## src/sv/bve_pkg.sv

```systemverilog
// bve_pkg: shared types and codes of the bounded vector engine.
// Beat structs for both channels, operation codes, cell modes, sequencer states.
// No dependencies.
package bve_pkg;

    // Operation codes carried in the func field
    typedef enum logic [3:0] {
        FN_PUSH_BACK   = 4'd0,
        FN_POP_BACK    = 4'd1,
        FN_PUSH_FRONT  = 4'd2,
        FN_POP_FRONT   = 4'd3,
        FN_ERASE_VALUE = 4'd4,
        FN_ERASE_AT    = 4'd5,
        FN_FIND        = 4'd6,
        FN_READ_AT     = 4'd7,
        FN_CLEAR       = 4'd8
    } func_e;

    // Request beat
    typedef struct packed {
        logic [3:0]  func;
        logic [31:0] value;
        logic [6:0]  position;
    } req_beat_t;

    // Response beat
    typedef struct packed {
        logic        ok;
        logic [7:0]  index;
        logic [31:0] data;
        logic [7:0]  count;
        logic [7:0]  removed;
    } rsp_beat_t;

    // What every cell of the chain does in a cycle
    typedef enum logic [2:0] {
        CM_HOLD,     // keep contents
        CM_WRITE,    // selected cell loads the broadcast value
        CM_INSERT,   // all cells take left neighbor, cell 0 loads broadcast
        CM_REMOVE,   // cells at or above the selected position take right neighbor
        CM_ROTATE,   // all cells take right neighbor, last takes cell 0
        CM_COMPACT   // all take right neighbor, selected cell loads broadcast if wen
    } cell_mode_e;

    typedef struct packed {
        cell_mode_e mode;
        logic       wen;
    } cell_ctl_t;

    // Sequencer states
    typedef enum logic [1:0] {
        ST_IDLE,
        ST_SCAN,
        ST_EMIT
    } state_e;

endpackage

```

## src/sv/bve_cell.sv

```systemverilog
// bve_cell: one storage cell of the element chain.
// Holds one element and trades it with its neighbors under a broadcast command.
// Depends on bve_pkg.
module bve_cell #(
    parameter int ELEM_WIDTH = 32,
    parameter int IDX_W      = 7,
    parameter int CELL_IDX   = 0
) (
    input  logic                   clk,
    input  bve_pkg::cell_ctl_t     ctl,
    input  logic [IDX_W-1:0]       sel_pos,
    input  logic [ELEM_WIDTH-1:0]  bval,
    input  logic [ELEM_WIDTH-1:0]  left,
    input  logic [ELEM_WIDTH-1:0]  right,
    output logic [ELEM_WIDTH-1:0]  q
);
    import bve_pkg::*;

    localparam logic [IDX_W-1:0] MY_IDX = IDX_W'(CELL_IDX);

    logic [ELEM_WIDTH-1:0] data_reg;
    logic [ELEM_WIDTH-1:0] data_next;

    // next element from the command and the position compare
    always_comb
    begin
        data_next = data_reg;
        case (ctl.mode)
            CM_HOLD:    data_next = data_reg;
            CM_WRITE:   data_next = (sel_pos == MY_IDX) ? bval : data_reg;
            CM_INSERT:  data_next = (CELL_IDX == 0) ? bval : left;
            CM_REMOVE:  data_next = (MY_IDX >= sel_pos) ? right : data_reg;
            CM_ROTATE:  data_next = right;
            CM_COMPACT: data_next = (ctl.wen && (sel_pos == MY_IDX)) ? bval : right;
            default:    data_next = data_reg;
        endcase
    end

    // element storage, no reset
    always_ff @(posedge clk)
    begin
        data_reg <= data_next;
    end

    assign q = data_reg;

endmodule

```

## config.mk

```make
export PLATFORM = sky130hd
export DESIGN_NAME = bve_cell
export DESIGN_NICKNAME = d
export VERILOG_FILES = /design/src/sv/bve_pkg.sv /design/src/sv/bve_cell.sv
export SDC_FILE = /design/constraint.sdc
export NUM_CORES = 1
export LEC_CHECK = 0
export ABC_CLOCK_PERIOD_IN_PS = 7000
export BUFFER_PORTS_ARGS = -buffer_cell sky130_fd_sc_hd__buf_2
export CAP_MARGIN = 20
export CORE_UTILIZATION = 40
export DETAILED_ROUTE_END_ITERATION = 10
export PLACE_DENSITY = 0.94
export SKIP_LAST_GASP = 1
export SLEW_MARGIN = 20
export SYNTH_ARGS = -nofsm -noshare
export SYNTH_HDL_FRONTEND = slang
export SYNTH_SLANG_ARGS = --single-unit
export TNS_END_PERCENT = 5
```

## constraint.sdc

```tcl
create_clock -name clk -period 7 [get_ports clk]
set_clock_uncertainty 0.15 [all_clocks]
set_input_delay 1.05 -clock clk [delete_from_list [all_inputs] [get_ports clk]]
set_output_delay 1.05 -clock clk [all_outputs]
set_load 0.02 [all_outputs]
```

Word-level counts from Yosys, hierarchy flattened
Cells that the tools add are included.
Widths: inputs -> output; s select.
{ "word_totals": {"reg_bits": 32, "latchBits": 0, "ramBits": 0, "rom_bits": 0, "in_bits": 108, "output_inout_bits": 32, "elab_cells": 17, "n_memories": 0} }
{ "op_classes": {"n_addsub": 0, "n_mul": 0, "div_mod_pow": 0, "n_lt_le_gt_ge": 1, "n_eq_ne": 7, "shifts": 0, "n_mux": 4, "bitwise": 0, "reduce_logical": 4} }
{ "op_table": {"columns": ["op", "n"], "rows": [
  ["$pmux 32 s5", 1],
  ["$mux 32", 3],
  ["$ge 1x7->1 const A", 1],
  ["$logic_not 7->1", 1],
  ["$eq 3x2->1 const B", 2],
  ["$eq 3x3->1 const B", 2],
  ["$reduce_bool 5->1", 1],
  ["$ne 2x2->1 const B", 2],
  ["$eq 3x1->1 const B", 1],
  ["$reduce_and 3->1", 1],
  ["$logic_and 1x1->1", 1]
]} }

Logic depth before layout (Yosys ltp)
{ "logic_depth": {"ltp_word": 4, "depth_mapped": 5, "depth_no_buf": 4} }

Least setup slack after synthesis
No wires, ideal clock.
{ "synth_timing": {"kind": "input to register", "startpoint": "input sel_pos[3]", "endpoint": "register data_reg[0] (netlist: q[0]) (enable)", "setup_ns": 0.436, "arrival_ns": 3.066, "t_required_ns": 6.414, "path_slack_ns": 3.348, "cell_stages": 3, "path_buffers": 0, "path_cell_list": "nor4_4 nand3_1 a22oi_1"} }
{ "synth_via": {"elab_chain_cells": 3, "elab_cells_between_ends": 5, "classes_between": "order compare: 1; eq/ne: 2; reduce/logical: 2"} }
{ "synth_rtl": {"columns": ["element", "line_no", "source"], "rows": [
  ["from (decl)", "bve_cell.sv:11", "input logic [IDX_W-1:0] sel_pos,"],
  ["$ge 1x7->1 or $logic_not 7->1 (tied branches)", "bve_cell.sv:32, bve_cell.sv:30", null],
  ["$ne 2x2->1 (no source line)", null, null],
  ["$reduce_and 3->1 (no source line) (*)", null, null],
  ["to (signal assigned)", "bve_cell.sv:42", "data_reg <= data_next;"],
  ["to (decl)", "bve_cell.sv:21", "logic [ELEM_WIDTH-1:0] data_reg;"]
]} }
Every way passes the cells marked *; elsewhere a longest branch is shown, timed or not.
A chain may end at the register's enable or synchronous reset.

Worst setup path after layout
{ "layout_timing": {"startpoint": "input sel_pos[0]", "endpoint": "register data_reg[21] (netlist: q[21]), data pin"} }
{ "layout_via": {"elab_chain_cells": 4} }
{ "layout_rtl": {"columns": ["element", "line_no", "source"], "rows": [
  ["$logic_not 7->1", "bve_cell.sv:34", "CM_COMPACT: data_next = (ctl.wen && (sel_pos == MY_IDX)) ? bval : right;"],
  ["$logic_and 1x1->1", "bve_cell.sv:34", null],
  ["$mux 32", "bve_cell.sv:34", null],
  ["$pmux 32 s5", "bve_cell.sv:28", "case (ctl.mode)"],
  ["named net data_next[21]", "bve_cell.sv:22", "logic [ELEM_WIDTH-1:0] data_next;"]
]} }
The timed path passes the listed nets, and every way through them passes these cells.

==> impl_results.html <==
<table>
<tr><th>Metric</th><th>Value</th></tr>
<tr><th colspan="2">Outcome</th></tr>
<tr><td>Run status</td><td>completed</td></tr>
<tr><th colspan="2">CTS</th></tr>
<tr><td>Count of buffers added by post-CTS timing repair for setup</td><td>0</td></tr>
<tr><td>CTS clk-pin slew, worst paths</td><td>0.06 ns</td></tr>
<tr><td>TritonCTS buffer count</td><td>5</td></tr>
<tr><td>Clock tree from TritonCTS</td><td>yes</td></tr>
<tr><td>Number of clock sinks</td><td>32</td></tr>
<tr><td>Count of instances resized after the clock tree is built</td><td>0</td></tr>
<tr><td>Count of hold-fix buffers inserted at cts</td><td>0</td></tr>
<tr><td>Largest buffer count on any clock path</td><td>2</td></tr>
<tr><td>Maximum level of the CTS H-tree</td><td>2</td></tr>
<tr><td>Clock Root Buffer</td><td>sky130_fd_sc_hd__clkbuf_8</td></tr>
<tr><th colspan="2">Final layout</th></tr>
<tr><td>Layout overhead on the synthesized area</td><td>44.2%</td></tr>
<tr><td>Most used cells in the layout excluding fill and tap cells</td><td>107 x sky130_fd_sc_hd__buf_2, 32 x sky130_fd_sc_hd__edfxtp_1, 30 x sky130_fd_sc_hd__mux2_4</td></tr>
<tr><td>Total Nets Final</td><td>300</td></tr>
<tr><td>Max FFs per register</td><td>32</td></tr>
<tr><td>Finished Core Util</td><td>61.0%</td></tr>
<tr><td>Count of inserted antenna diode cells</td><td>0</td></tr>
<tr><td>Most common library cell in the layout ignoring fill and taps</td><td>sky130_fd_sc_hd__buf_2</td></tr>
<tr><td>Final Instance Area</td><td>2250 um2</td></tr>
<tr><td>Fraction of final layout cells with drive strength greater than 1</td><td>77.7%</td></tr>
<tr><th colspan="2">Route</th></tr>
<tr><td>Antenna Nets Post-Route</td><td>0</td></tr>
<tr><td>Number of vias after detailed routing</td><td>1112</td></tr>
<tr><td>DRC Markers</td><td>0</td></tr>
<tr><td>Iteration count of the initial detailed-routing pass</td><td>4</td></tr>
<tr><td>Routed len/inst</td><td>13.8 um</td></tr>
<tr><td>Top routing layer in use</td><td>met4</td></tr>
<tr><td>WL met2</td><td>1670 um</td></tr>
<tr><td>Routed metal-1 wirelength</td><td>1330 um</td></tr>
<tr><td>Number of design-rule violations left by the first detailed-router iteration</td><td>94</td></tr>
<tr><td>Detailed Route WL</td><td>3340 um</td></tr>
<tr><td>Routed vias/inst</td><td>4.61</td></tr>
<tr><td>Routed met3 length</td><td>280 um</td></tr>
<tr><th colspan="2">Power</th></tr>
<tr><td>Leakage</td><td>0.00109 uW</td></tr>
<tr><td>Max rail drop VDD</td><td>0.0821 mV</td></tr>
<tr><td>Reg power frac</td><td>45.9%</td></tr>
<tr><td>Clock Power Share</td><td>31.2%</td></tr>
<tr><td>Power density over cell area</td><td>237 nW/um2</td></tr>
<tr><td>Switching Power</td><td>131 uW</td></tr>
<tr><td>Total internal power</td><td>403 uW</td></tr>
<tr><td>Comb power frac</td><td>22.9%</td></tr>
<tr><td>Net switching fraction of the power</td><td>24.5%</td></tr>
<tr><td>Total Power Consumption</td><td>534 uW</td></tr>
<tr><th colspan="2">Synth</th></tr>
<tr><td>Post-synth top area share</td><td>61.6%</td></tr>
<tr><td>Post-synthesis cell type with the largest combined area</td><td>sky130_fd_sc_hd__edfxtp_1</td></tr>
<tr><td>Syn_nets</td><td>187</td></tr>
<tr><td>Sequential cell area fraction in the yosys report</td><td>61.6%</td></tr>
<tr><td>Area of the mapped netlist</td><td>1560 um2</td></tr>
<tr><td>Gate Count Post-Synth</td><td>79</td></tr>
<tr><td>Flip-flop and latch count after synthesis</td><td>32</td></tr>
<tr><td>Number of warnings reported in the yosys synthesis log</td><td>0</td></tr>
<tr><td>Cell types occupying the most area after synthesis</td><td>sky130_fd_sc_hd__edfxtp_1 62%, sky130_fd_sc_hd__mux2_4 29%, sky130_fd_sc_hd__buf_6 2.2%</td></tr>
<tr><td>Number of library cell types mapped by synthesis</td><td>14</td></tr>
<tr><td>Syn_area_per_cell</td><td>19.7 um2</td></tr>
<tr><th colspan="2">Global routing</th></tr>
<tr><td>Total global-route track usage</td><td>16.5%</td></tr>
<tr><td>Wire length of the first global-routing pass</td><td>4920 um</td></tr>
<tr><td>Overall overflow remaining after global route</td><td>0</td></tr>
<tr><td>Via count of the first global-routing pass</td><td>1036</td></tr>
<tr><td>Number of antenna violations at the first check in global routing</td><td>0</td></tr>
<tr><td>Largest net degree at the start of global routing</td><td>33</td></tr>
<tr><th colspan="2">Timing</th></tr>
<tr><td>Worst slew pin tran</td><td>0.489 ns</td></tr>
<tr><td>Worst relative slew slack</td><td>67.3%</td></tr>
<tr><td>Setup_tns</td><td>0 ns</td></tr>
<tr><td>Total count of hold-check failures in the final report</td><td>0</td></tr>
<tr><td>Final setup fails</td><td>0</td></tr>
<tr><td>Max Slew Vio Count</td><td>0</td></tr>
<tr><td>Post-layout min period</td><td>3.00 ns</td></tr>
<tr><td>Unrepaired setup endpoints after global routing</td><td>no</td></tr>
<tr><td>Achievable clock frequency</td><td>333 MHz</td></tr>
<tr><td>Fin crit share</td><td>42.9%</td></tr>
<tr><th colspan="2">Worst setup path</th></tr>
<tr><td>Worst setup SP type</td><td>input port</td></tr>
<tr><td>Arrival time at the worst endpoint</td><td>2.86 ns</td></tr>
<tr><td>Crit Path Category</td><td>input port to register</td></tr>
<tr><td>Type of destination of the critical path</td><td>register</td></tr>
<tr><td>Maximum fanout count along the critical path</td><td>22</td></tr>
<tr><td>Required time of the critical path</td><td>6.86 ns</td></tr>
<tr><th colspan="2">Die</th></tr>
<tr><td>Die Span X</td><td>64.5 um</td></tr>
<tr><td>Die Outline Area</td><td>4150 um2</td></tr>
<tr><td>Placeable core region</td><td>3690 um2</td></tr>
<tr><td>Starting utilization of the core area</td><td>42.3%</td></tr>
<tr><td>Die Ht</td><td>64.5 um</td></tr>
<tr><td>IO Pins</td><td>140</td></tr>
<tr><td>Site Rows</td><td>22</td></tr>
<tr><th colspan="2">Run</th></tr>
<tr><td>Number of max-cap violations</td><td>0</td></tr>
<tr><th colspan="2">Placed design</th></tr>
<tr><td>Placed Area</td><td>2140 um2</td></tr>
<tr><td>Count of input and output buffers</td><td>107</td></tr>
<tr><td>Routability Congestion</td><td>0.736</td></tr>
<tr><th colspan="2">Worst hold path</th></tr>
<tr><td>Hold crit path type</td><td>input port to register</td></tr>
</table>
[cell type report]
type,instances,area [um2]
Fill cell,278,1440
Sequential cell,32,961
Multi-Input combinational cell,43,567
Timing Repair Buffer,109,551
Clock buffer,6,72.6
Tap cell,48,60.1
Clock inverter,2,35.0
Inverter,1,3.75
[cell families after synthesis]
family / after synthesis / share of synthesized area [%]
compound gates: 4 / 2.17
buf+inv: 4 / 2.41
flops: 32 / 61.6
mux: 32 / 30.3
simple gates: 7 / 3.53
[Yosys cell counts (all sizes together)]
cell and count:
edfxtp 32, nand2b 2, nand2 1, inv 1
o21ai 2, a22oi 1, nor3 1, buf 3
nand3 2, mux2 32, nor4 1, a21oi 1
[worst paths after layout]
path | cells past startpoint | end | slack, ns | from
worst max-delay path | 6 | q[21]$_DFFE_PP_ | 4.00 | sel_pos[0]
worst min-delay path | 2 | q[20]$_DFFE_PP_ | 0.92 | bval[20]
[through the flow]
stage          instances  setup WS (ns)  hold slack [ns]
2_1_floorplan         79           3.35             1.10
3_3_place_gp         233           3.75             1.18
4_1_cts              241           3.99            0.912
5_1_grt              241           3.87            0.909
3_5_place_dp         233           3.71             1.20
6_report             241           4.00            0.918
[layer usage]
metal,vias up,global-route usage [%]
met1,509,19.8
li1,532,-
met2,66,27.9
met3,5,3.87
met4,0,7.50
met5,-,0
[power by group through the flow]
stage / Sequential [uW] / Combinational, uW / Clock, uW
after floorplan: 283 / 42.4 / 0
after global placement: 248 / 120 / 0
after detailed placement: 249 / 122 / 0
after CTS: 246 / 124 / 169
after global routing: 247 / 130 / 180
final: 245 / 122 / 167
[critical path, cell delays in order]
cell and delay, ns:
sky130_fd_sc_hd__buf_2 0.10, sky130_fd_sc_hd__nor3_1 0.30, sky130_fd_sc_hd__nand2_2 0.11, sky130_fd_sc_hd__o21ai_4 0.44, sky130_fd_sc_hd__buf_4 0.45, sky130_fd_sc_hd__mux2_1 0.40
(Power assumes the default switching activity.)
